File: config.mk
export PLATFORM = sky130hd
export DESIGN_NAME = days_between_dates
export DESIGN_NICKNAME = d
export VERILOG_FILES = /design/src/design/dbd_pkg.sv /design/src/design/dbd_ctrl.sv /design/src/design/dbd_dpath.sv /design/src/design/days_between_dates.sv
export VERILOG_INCLUDE_DIRS = /design/src /design/src/design
export SDC_FILE = /design/constraint.sdc
export NUM_CORES = 1
export LEC_CHECK = 0
export ABC_CLOCK_PERIOD_IN_PS = 7660
export BUFFER_PORTS_ARGS = -buffer_cell sky130_fd_sc_hd__buf_2
export CAP_MARGIN = 20
export CORE_MARGIN = 5
export CORE_UTILIZATION = 29
export DETAILED_ROUTE_END_ITERATION = 10
export PLACE_DENSITY_LB_ADDON = 0.25
export REMOVE_ABC_BUFFERS = 1
export SLEW_MARGIN = 10
export SYNTH_ARGS = -nofsm -noshare
export SYNTH_HDL_FRONTEND = slang
export SYNTH_SLANG_ARGS = --single-unit
File: constraint.sdc
create_clock -name clk_i -period 7.66 [get_ports clk_i]
set_input_delay 1.532 -clock clk_i [delete_from_list [all_inputs] [get_ports clk_i]]
set_output_delay 1.532 -clock clk_i [all_outputs]
set_load 0.03 [all_outputs]
File: src/design/days_between_dates_macros.svh
// Assertion macros used by dbd_ctrl.
`ifndef DAYS_BETWEEN_DATES_MACROS_SVH
`define DAYS_BETWEEN_DATES_MACROS_SVH

// Consequent must hold in the same cycle as the antecedent.
`define DBD_ASSERT_SAME(label, clk, rst_n, ante, cons) \
  label: assert property (@(posedge clk) disable iff (!rst_n) (ante) |-> (cons)) \
    else $error("dbd: same-cycle check failed");

// Consequent must hold in the cycle after the antecedent.
`define DBD_ASSERT_NEXT(label, clk, rst_n, ante, cons) \
  label: assert property (@(posedge clk) disable iff (!rst_n) (ante) |=> (cons)) \
    else $error("dbd: next-cycle check failed");

`endif

File: src/design/dbd_pkg.sv
`default_nettype none

package dbd_pkg;

  // Field widths.
  localparam int unsigned DAY_W   = 5;
  localparam int unsigned MONTH_W = 4;
  localparam int unsigned YEAR_W  = 12;
  localparam int unsigned CNT_W   = 22;

  // Day ordinal width: below 4095 * 366 + 400.
  localparam int unsigned ORD_W = 21;

  // Year quotients by 100 stay below 41.
  localparam int unsigned QUO_W = 6;

  // Constant multiplier width and product width.
  localparam int unsigned K_W    = 13;
  localparam int unsigned PROD_W = YEAR_W + K_W;

  localparam logic [YEAR_W-1:0] MAX_YEAR = 12'd4095;

  // floor(x / 100) = (x * 5243) >> 19, exact for all 12-bit x.
  localparam logic [K_W-1:0] RECIP_100   = 13'd5243;
  localparam int unsigned    RECIP_SHIFT = 19;
  localparam logic [K_W-1:0] DAYS_YEAR   = 13'd365;
  localparam logic [K_W-1:0] HUNDRED     = 13'd100;

  // Datapath operations.
  typedef enum logic [3:0] {
    OP_NONE,
    OP_LOAD,
    OP_QP,
    OP_QY,
    OP_YRS,
    OP_REM,
    OP_ACC1,
    OP_ACC2,
    OP_DIFF
  } op_e;

  // Which of the two dates the datapath works on.
  typedef enum logic {
    SIDE_START,
    SIDE_END
  } side_e;

  typedef struct packed {
    op_e   op;
    side_e side;
  } cmd_t;

  typedef struct packed {
    logic bad;
  } status_t;

  // Controller states.
  typedef enum logic [2:0] {
    ST_IDLE,
    ST_QP,
    ST_QY,
    ST_YRS,
    ST_REM,
    ST_ACC1,
    ST_ACC2,
    ST_DIFF
  } state_e;

  // Days in the whole months before month m of a common year.
  function automatic logic [8:0] days_before_month(input logic [MONTH_W-1:0] m);
    logic [8:0] r;
    case (m)
      4'd1:    r = 9'd0;
      4'd2:    r = 9'd31;
      4'd3:    r = 9'd59;
      4'd4:    r = 9'd90;
      4'd5:    r = 9'd120;
      4'd6:    r = 9'd151;
      4'd7:    r = 9'd181;
      4'd8:    r = 9'd212;
      4'd9:    r = 9'd243;
      4'd10:   r = 9'd273;
      4'd11:   r = 9'd304;
      4'd12:   r = 9'd334;
      default: r = 9'd0;
    endcase
    return r;
  endfunction

endpackage

`default_nettype wire

File: src/design/dbd_ctrl.sv
`default_nettype none
`include "days_between_dates_macros.svh"

module dbd_ctrl
  import dbd_pkg::*;
(
  input  wire logic    clk_i,
  input  wire logic    rst_ni,
  input  wire logic    start_i,
  input  status_t      status_i,
  output cmd_t         cmd_o,
  output logic         busy_o,
  output logic         done_o
);

  state_e state_q, state_d;
  side_e  side_q, side_d;
  logic   done_q, done_d;

  // State, side and done strobe registers.
  always_ff @(posedge clk_i or negedge rst_ni) begin
    if (!rst_ni) begin
      state_q <= ST_IDLE;
      side_q  <= SIDE_START;
      done_q  <= 1'b0;
    end else begin
      state_q <= state_d;
      side_q  <= side_d;
      done_q  <= done_d;
    end
  end

  // Next state and datapath commands.
  always_comb begin
    state_d     = state_q;
    side_d      = side_q;
    done_d      = 1'b0;
    cmd_o.op    = OP_NONE;
    cmd_o.side  = side_q;
    case (state_q)
      ST_IDLE: begin
        if (start_i) begin
          cmd_o.op = OP_LOAD;
          side_d   = SIDE_START;
          state_d  = ST_QP;
        end
      end
      ST_QP: begin
        // An invalid date skips the arithmetic entirely.
        if (status_i.bad) begin
          state_d = ST_DIFF;
        end else begin
          cmd_o.op = OP_QP;
          state_d  = ST_QY;
        end
      end
      ST_QY: begin
        cmd_o.op = OP_QY;
        state_d  = ST_YRS;
      end
      ST_YRS: begin
        cmd_o.op = OP_YRS;
        state_d  = ST_REM;
      end
      ST_REM: begin
        cmd_o.op = OP_REM;
        state_d  = ST_ACC1;
      end
      ST_ACC1: begin
        cmd_o.op = OP_ACC1;
        state_d  = ST_ACC2;
      end
      ST_ACC2: begin
        cmd_o.op = OP_ACC2;
        if (side_q == SIDE_START) begin
          side_d  = SIDE_END;
          state_d = ST_QP;
        end else begin
          state_d = ST_DIFF;
        end
      end
      ST_DIFF: begin
        cmd_o.op = OP_DIFF;
        done_d   = 1'b1;
        state_d  = ST_IDLE;
      end
      default: begin
        state_d = ST_IDLE;
      end
    endcase
  end

  assign busy_o = (state_q != ST_IDLE);
  assign done_o = done_q;

  // The strobe lasts one cycle, follows the final step, and an accepted
  // transfer always makes the block busy.
  `DBD_ASSERT_NEXT(a_done_pulse, clk_i, rst_ni, done_q, !done_q)
  `DBD_ASSERT_NEXT(a_done_after_diff, clk_i, rst_ni, state_q == ST_DIFF, done_q)
  `DBD_ASSERT_NEXT(a_busy_after_accept, clk_i, rst_ni, start_i && !busy_o, busy_o)
  `DBD_ASSERT_SAME(a_done_idle, clk_i, rst_ni, done_q, state_q == ST_IDLE)

endmodule

`default_nettype wire

File: src/design/dbd_dpath.sv
`default_nettype none

module dbd_dpath
  import dbd_pkg::*;
(
  input  wire logic                clk_i,
  input  wire logic [DAY_W-1:0]    start_day_i,
  input  wire logic [MONTH_W-1:0]  start_month_i,
  input  wire logic [YEAR_W-1:0]   start_year_i,
  input  wire logic [DAY_W-1:0]    end_day_i,
  input  wire logic [MONTH_W-1:0]  end_month_i,
  input  wire logic [YEAR_W-1:0]   end_year_i,
  input  cmd_t                     cmd_i,
  output status_t                  status_o,
  output logic signed [CNT_W-1:0]  day_count_o,
  output logic                     bad_date_o
);

  logic [DAY_W-1:0]   sd_q, ed_q;
  logic [MONTH_W-1:0] sm_q, em_q;
  logic [YEAR_W-1:0]  sy_q, ey_q;
  logic               bad_q;
  logic [QUO_W-1:0]   qp_q, qy_q;
  logic [ORD_W-1:0]   yrs_q, acc_q, ords_q, orde_q;
  logic               leap_q;
  logic signed [CNT_W-1:0] cnt_q;
  logic               bdo_q;

  logic [DAY_W-1:0]   cur_d;
  logic [MONTH_W-1:0] cur_m;
  logic [YEAR_W-1:0]  cur_y, cur_p;
  logic [YEAR_W-1:0]  mult_a;
  logic [K_W-1:0]     mult_k;
  logic [PROD_W-1:0]  prod;
  logic [ORD_W-1:0]   ord_v;
  logic               bad_v;

  // Date under work.
  always_comb begin
    if (cmd_i.side == SIDE_END) begin
      cur_d = ed_q;
      cur_m = em_q;
      cur_y = ey_q;
    end else begin
      cur_d = sd_q;
      cur_m = sm_q;
      cur_y = sy_q;
    end
    cur_p = cur_y - 12'd1;
  end

  // Range check on the incoming transfer.
  always_comb begin
    bad_v = (start_month_i == '0) || (start_month_i > 4'd12) ||
            (end_month_i == '0) || (end_month_i > 4'd12) ||
            (start_year_i == '0) || (start_year_i > MAX_YEAR) ||
            (end_year_i == '0) || (end_year_i > MAX_YEAR);
  end

  // Shared constant multiplier.
  always_comb begin
    case (cmd_i.op)
      OP_QP: begin
        mult_a = cur_p;
        mult_k = RECIP_100;
      end
      OP_QY: begin
        mult_a = cur_y;
        mult_k = RECIP_100;
      end
      OP_YRS: begin
        mult_a = cur_p;
        mult_k = DAYS_YEAR;
      end
      OP_REM: begin
        mult_a = YEAR_W'(qy_q);
        mult_k = HUNDRED;
      end
      default: begin
        mult_a = '0;
        mult_k = '0;
      end
    endcase
    prod = PROD_W'(mult_a) * PROD_W'(mult_k);
  end

  // Second half of the ordinal: months, leap day and day of month.
  assign ord_v = acc_q + ORD_W'(days_before_month(cur_m)) +
                 ORD_W'(leap_q && (cur_m > 4'd2)) + ORD_W'(cur_d);

  // Datapath registers.
  always_ff @(posedge clk_i) begin
    case (cmd_i.op)
      OP_LOAD: begin
        sd_q  <= start_day_i;
        sm_q  <= start_month_i;
        sy_q  <= start_year_i;
        ed_q  <= end_day_i;
        em_q  <= end_month_i;
        ey_q  <= end_year_i;
        bad_q <= bad_v;
      end
      OP_QP: begin
        qp_q <= prod[RECIP_SHIFT +: QUO_W];
      end
      OP_QY: begin
        qy_q <= prod[RECIP_SHIFT +: QUO_W];
      end
      OP_YRS: begin
        yrs_q <= prod[ORD_W-1:0];
      end
      OP_REM: begin
        // Leap when divisible by 4, and by 400 if divisible by 100.
        leap_q <= (cur_y[1:0] == 2'b00) &&
                  ((cur_y != prod[YEAR_W-1:0]) || (qy_q[1:0] == 2'b00));
      end
      OP_ACC1: begin
        acc_q <= yrs_q + ORD_W'(cur_p[YEAR_W-1:2]) - ORD_W'(qp_q) +
                 ORD_W'(qp_q[QUO_W-1:2]);
      end
      OP_ACC2: begin
        if (cmd_i.side == SIDE_END) begin
          orde_q <= ord_v;
        end else begin
          ords_q <= ord_v;
        end
      end
      OP_DIFF: begin
        bdo_q <= bad_q;
        if (bad_q) begin
          cnt_q <= '0;
        end else begin
          cnt_q <= $signed(CNT_W'(orde_q) - CNT_W'(ords_q));
        end
      end
      default: begin
      end
    endcase
  end

  assign status_o.bad = bad_q;
  assign day_count_o  = cnt_q;
  assign bad_date_o   = bdo_q;

endmodule

`default_nettype wire

File: src/design/days_between_dates.sv
// Gregorian day difference between a start date and an end date.
// Command channel: drive the six date fields and raise start_i; the
// transfer happens at the rising edge where start_i is high and busy_o low.
// Result channel: done_o is high for exactly one cycle while day_count_o
// (signed, end minus start) and bad_date_o hold the result; the receiver
// cannot stall, so the result must be taken in that cycle. The ports keep
// their value afterwards until the next result.
// Valid dates pass through every step below before done_o; when a month
// or year is out of range, the date steps are skipped (day_count_o is 0).
// Each date takes six steps: four through one shared constant multiplier
// (two quotients by 100, the year days, the leap test) and two adder steps.
// One more step then forms the difference. busy_o falls in the done_o
// cycle, so a new command can be taken at the edge that ends it; no new
// command is taken while one is in flight.
// Reset (rst_ni low, asynchronous) returns the controller to idle and
// clears done_o; any item in flight is dropped.
`default_nettype none

module days_between_dates
  import dbd_pkg::*;
(
  input  wire logic                clk_i,
  input  wire logic                rst_ni,
  input  wire logic                start_i,
  output logic                     busy_o,
  input  wire logic [DAY_W-1:0]    start_day_i,
  input  wire logic [MONTH_W-1:0]  start_month_i,
  input  wire logic [YEAR_W-1:0]   start_year_i,
  input  wire logic [DAY_W-1:0]    end_day_i,
  input  wire logic [MONTH_W-1:0]  end_month_i,
  input  wire logic [YEAR_W-1:0]   end_year_i,
  output logic                     done_o,
  output logic signed [CNT_W-1:0]  day_count_o,
  output logic                     bad_date_o
);

  cmd_t    cmd;
  status_t status;

  // Sequencer.
  dbd_ctrl u_ctrl (
    .clk_i    (clk_i),
    .rst_ni   (rst_ni),
    .start_i  (start_i),
    .status_i (status),
    .cmd_o    (cmd),
    .busy_o   (busy_o),
    .done_o   (done_o)
  );

  // Arithmetic and result registers.
  dbd_dpath u_dpath (
    .clk_i         (clk_i),
    .start_day_i   (start_day_i),
    .start_month_i (start_month_i),
    .start_year_i  (start_year_i),
    .end_day_i     (end_day_i),
    .end_month_i   (end_month_i),
    .end_year_i    (end_year_i),
    .cmd_i         (cmd),
    .status_o      (status),
    .day_count_o   (day_count_o),
    .bad_date_o    (bad_date_o)
  );

endmodule

`default_nettype wire
==> metrics, run 1 <==
outcome completed; Setup crit end kind flip-flop; Tmin final 7240 ps; CTS Hold Bufs 0; DR vias 9,140; DR vias/cell 4.57; FF/Latch Area 5020 µm²; first-pass GRT wire length 50,100 µm; I/O Buffers 69; number of enable flip-flop cells after synthesis 163; Max Clock Freq 138 MHz; Top delay family on crit path adder cells; clock root buffer clkbuf_16; Congestion Overflow GR 0; fill cell count 4,869; H-tree depth 4; area delta synth->final 13.9%; CTS tree yes; top cells by area, synth edfxtp_1 (35%), ha_1 (15%), fa_1 (13%); endpoints failing hold 0; crit share post-route 0.945; Yosys reg bits 168; Bufs and invs on worst path 8; initial core utilization 0.291; most frequent cell after synthesis inv_1; Die X 228 µm; Placer Congestion 0.884; Setup Viol. Count Final 0; Hold Path Class reg2reg; Clock Skew 12.8 ps; DRT antenna net count 0; Critical Path Source Type flip-flop; final net count 1,679; syn avg cell area 10.8 µm²; multi-input combinational cell area 7840 µm²; First DRT Iteration DRCs 444; First-pass DRT Iterations 4; Gates resized, CTS repair 0; slowest stage delay, CP 540 ps; insertion delay to the later sink of the worst-skew pair 430 ps; antenna violations before repair 0; Final HPWL DP 24,900 µm; Synth cell types 84; gr usage total 0.118; warnings from Yosys 0; WL final 29,800 µm; RSZ-0062 raised after global routing false; CP max-delay cell fa_1; Final Max Slew Viols 0; Final WS setup 419 ps; Worst-path clk slew 70 ps; Synth Cell Area 13,800 µm²; share of cells above drive strength 1 0.128; CP arrival 7410 ps; ANT cells 0; Synth async-reset ratio 0.0298; DR WL/cell 14.9 µm; Die Area 52,000 µm²; Post-synth top flop edfxtp_1; critical path class reg2reg; die height 228 µm; clock buffer count from CTS 17; WP data required 7820 ps; floorplan core area 47,400 µm²; Worst-Margin Slew 1020 ps; Ports 70; vias in the first global route 9,716; drt drc 0; clock buffer depth 2; Syn Inst Count 1,274; most frequent cells after synthesis inv_1 (230), ha_1 (166), edfxtp_1 (163); pin count of the biggest net entering global routing 44; Yosys top cell by area edfxtp_1; Crit Path Max Fanout 11; slew margin rel. 0.320; dpl ws 172 ps; Rows 80; top-area cell type share of the netlist area 0.355; CTS Sinks 168; sequential area share after synthesis 0.364; Post-CTS Setup Repair Bufs 0; Max Cap Violations 0; Final TNS setup 0 ps
-- registers in the layout, summed over array words and instances, names as in the netlist --
name / flops
u_dpath.day_count_o: 22
u_dpath.acc_q: 21
u_dpath.orde_q: 21
u_dpath.ords_q: 21
u_dpath.yrs_q: 21
u_dpath.ey_q: 12
u_dpath.sy_q: 12
u_dpath.qp_q: 6
u_dpath.qy_q: 6
u_dpath.ed_q: 5
u_dpath.sd_q: 5
u_dpath.em_q: 4
u_dpath.sm_q: 4
u_ctrl.state_q: 3
u_ctrl.done_o: 1
u_ctrl.side_q: 1
u_dpath.bad_date_o: 1
u_dpath.leap_q: 1
u_dpath.status_o: 1
-- layer usage --
metal  share of wire  vias to the layer above  GRT usage
met5               0                        -          0
met4           0.011                        0     0.0244
met3           0.032                       22     0.0204
met2            0.48                       97      0.201
met1            0.48                     4414      0.157
li1                -                     4607          -
-- area by class of cell --
class / count / area share
Inverter: 236 / 0.0564
Clock inverter: 14 / 0.0111
Tap cell: 615 / 0.0490
Multi-Input combinational cell: 854 / 0.499
Sequential cell: 168 / 0.319
Timing Repair Buffer: 98 / 0.0383
Clock buffer: 17 / 0.0271
-- through the flow --
stage          hold slack, ps  utilization  cells  instance area (µm²)
6_report                  587        0.331   2002                15700
5_1_grt                   621        0.331   2002                15700
4_1_cts                   596        0.330   2000                15700
3_5_place_dp              587        0.317   1969                15100
3_3_place_gp              582        0.317   1968                15000
2_1_floorplan             548            -   1258                13700
-- worst paths after layout --
| kind | start | end | slack, ps | cells after the start |
|---|---|---|---|---|
| setup / recovery | u_ctrl.side_q$_DFFE_PN0P_ | u_dpath.qp_q[2]$_DFFE_PP_ | 420 | 25 |
| hold / removal | u_dpath.acc_q[20]$_DFFE_PN_ | u_dpath.orde_q[20]$_DFFE_PP_ | 590 | 1 |
| setup reg to reg | u_ctrl.side_q$_DFFE_PN0P_ | u_dpath.qp_q[2]$_DFFE_PP_ | 420 | 25 |
| hold reg to reg | u_dpath.acc_q[20]$_DFFE_PN_ | u_dpath.orde_q[20]$_DFFE_PP_ | 590 | 1 |
| max in group asynchronous | rst_ni | u_ctrl.side_q$_DFFE_PN0P_ | 6590 | 1 |
| min in group asynchronous | rst_ni | u_ctrl.state_q[0]$_DFFE_PN0P_ | 910 | 1 |
-- cells by family (layout without fill, tap and decap cells) --
logic type | after synthesis | in the layout | share of synthesized area
flip-flops | 168 | 168 | 0.364
buffers and inverters | 252 | 365 | 0.0698
AND/OR/NAND/NOR | 271 | 271 | 0.0992
multiplexers | 29 | 29 | 0.0230
XOR/XNOR | 74 | 74 | 0.0470
adder cells (fa/ha/maj) | 259 | 259 | 0.285
AO/OA/AOI/OAI | 221 | 221 | 0.112
-- worst register-to-register path, stage by stage (launching register included) --
cell and delay (ps):
dfrtp_2 490, buf_4 260, mux2i_2 370, inv_2 70
nor3_2 260, xor2_1 270, o22a_2 310, inv_2 70
nand2_1 160, inv_1 110, fa_1 450, fa_1 540
inv_1 50, fa_1 470, inv_1 50, fa_1 540
inv_1 60, fa_1 530, inv_1 40, ha_1 370
a21oi_1 220, nand3_1 130, a41o_1 300, a31oi_4 240
nor4bb_1 80, or4_1 530
-- cells in the final DEF, fill, tap and decap left out, types with 26 or more instances in the layout --
cell type	netlist	final
a21oi_1	58	58
buf_2	2	69
fa_1	93	93
xor2_1	26	26
xnor2_1	48	48
edfxtp_1	163	163
nand2_1	47	47
nor2_1	94	92
inv_1	230	230
ha_1	166	166
Power of run 1 is not shown: default switching activity piles up to over one toggle a cycle in this logic, so the estimate is an artifact.
==> inputs of run 2 (changes only) <==
--- a/config.mk
+++ b/config.mk
@@ -9,6 +9,7 @@
 export ABC_CLOCK_PERIOD_IN_PS = 7660
 export BUFFER_PORTS_ARGS = -buffer_cell sky130_fd_sc_hd__buf_2
 export CAP_MARGIN = 20
+export CORE_ASPECT_RATIO = 1.4
 export CORE_MARGIN = 5
 export CORE_UTILIZATION = 29
 export DETAILED_ROUTE_END_ITERATION = 10
==> run 2 against run 1 <==
Design area up 0.23%; fmax grew 0.59%; non-clock buffer count rose by 5; critical path type unchanged.
==> metrics, run 2 (synthesis results as in run 1) <==
clock root buffer clkbuf_16; Rows 94; most frequent cells in the layout inv_1 (230), ha_1 (166), edfxtp_1 (163), fa_1 (93), nor2_1 (92); Congestion Overflow GR 0; HP Start u_dpath.acc_q[14]$_DFFE_PN_; CTS Hold Bufs 0; floorplan core area 47,000 µm²; Setup crit end kind flip-flop; die height 268 µm; Critical Path Source Type flip-flop; Post-CTS Setup Repair Bufs 0; final net count 1,684; multi-input combinational cell area 7830 µm²; WL final 30,900 µm; share of cells above drive strength 1 0.131; Ports 70; clock buffer count from CTS 17; critical path class reg2reg; Largest register FFs 22; drt drc 0; CTS Sinks 168; clock buffer depth 2; slew margin rel. 0.350; Placer Congestion 0.893; area delta synth->final 14.2%; Worst-Margin Slew 975 ps; Final Max Slew Viols 0; Die X 194 µm; endpoints failing hold 0; FF/Latch Area 5020 µm²; Max Clock Freq 139 MHz; DRT antenna net count 0; most common cell after layout, fill and taps aside inv_1; H-tree depth 4; crit share post-route 0.940; Final HPWL DP 26,100 µm; pin count of the biggest net entering global routing 44; initial core utilization 0.293; DR vias 9,313; Worst-path clk slew 70 ps; Hold Path Class reg2reg; insertion delay to the later sink of the worst-skew pair 450 ps; DR WL/cell 15.3 µm; CTS tree yes; gr usage total 0.118; first-pass GRT wire length 48,500 µm; RSZ-0062 raised after global routing false; Setup Viol. Count Final 0; Die Area 52,100 µm²; DR vias/cell 4.61; antenna violations before repair 1; I/O Buffers 69; First-pass DRT Iterations 4; Clock Skew 12.4 ps; CP arrival 7410 ps; Gates resized, CTS repair 0; First DRT Iteration DRCs 364; WP data required 7870 ps; Max Cap Violations 0; Tmin final 7200 ps; vias in the first global route 9,422; Final TNS setup 0 ps; outcome completed; R2R Path Start u_ctrl.side_q$_DFFE_PN0P_; Critical Path Start u_ctrl.side_q$_DFFE_PN0P_; Crit Path Max Fanout 12; fill cell count 4,841
run 2: cell types whose count changed in the layout (fill, tap and decap cells not counted), moves of 2 or more:
cell | before | now
buf_4 | 25 | 32
clkinvlp_4 | 3 | 1
inv_8 | 2 | 5
inv_6 | 1 | 5
run 2: final timing paths:
kind	slack, ps	cells past startpoint	endpoint
min in group asynchronous	890	1	u_ctrl.state_q[0]$_DFFE_PN0P_
min	610	1	u_dpath.orde_q[14]$_DFFE_PP_
max reg2reg	460	26	u_dpath.qp_q[3]$_DFFE_PP_
max in group asynchronous	6600	1	u_ctrl.side_q$_DFFE_PN0P_
max	460	26	u_dpath.qp_q[3]$_DFFE_PP_
min reg2reg	610	1	u_dpath.orde_q[14]$_DFFE_PP_
run 2: through the flow:
stage / worst slack [ps] / hold slack, ps / instances / utilization / area [µm²]
global placement: 438 / 581 / 1983 / 0.321 / 15100
finish: 461 / 606 / 2018 / 0.335 / 15800
CTS: 233 / 607 / 2015 / 0.334 / 15700
global route: 9.09 / 639 / 2017 / 0.335 / 15800
floorplan: 185 / 548 / 1258 / - / 13700
detailed placement: 255 / 598 / 1983 / 0.321 / 15100
run 2: area by class of cell:
cell class                 instances  share of cell area
multi-input combinational        854               0.497
inverter                         236              0.0562
tap                              624              0.0496
sequential                       168               0.319
antenna                            1            0.000159
clock buffer                      17              0.0270
timing repair buffer             103              0.0399
clock inverter                    15              0.0115
run 2: metal layers:
layer  GRT usage  routed length, µm
met2       0.218              16300
met5           0                  0
met3      0.0245                986
met4      0.0492               1170
met1       0.131              12400
run 2: worst max-delay path, stage by stage, from the launching register on:
cell and delay, ps:
dfrtp_2 540, mux2i_1 310, ha_1 220, o21ai_1 150
nor3_2 220, nand3_1 130, xnor2_1 210, o22a_2 280
nor2_1 100, fa_1 550, inv_1 60, fa_1 530
inv_1 50, fa_1 510, fa_1 550, inv_1 60
fa_1 520, inv_1 40, ha_1 370, a211o_1 300
a211oi_1 360, o21ai_1 210, a21bo_2 240, nand2b_1 90
nand2_1 70, xnor2_1 140, buf_4 150
Power of run 2 is left out for the same reason.
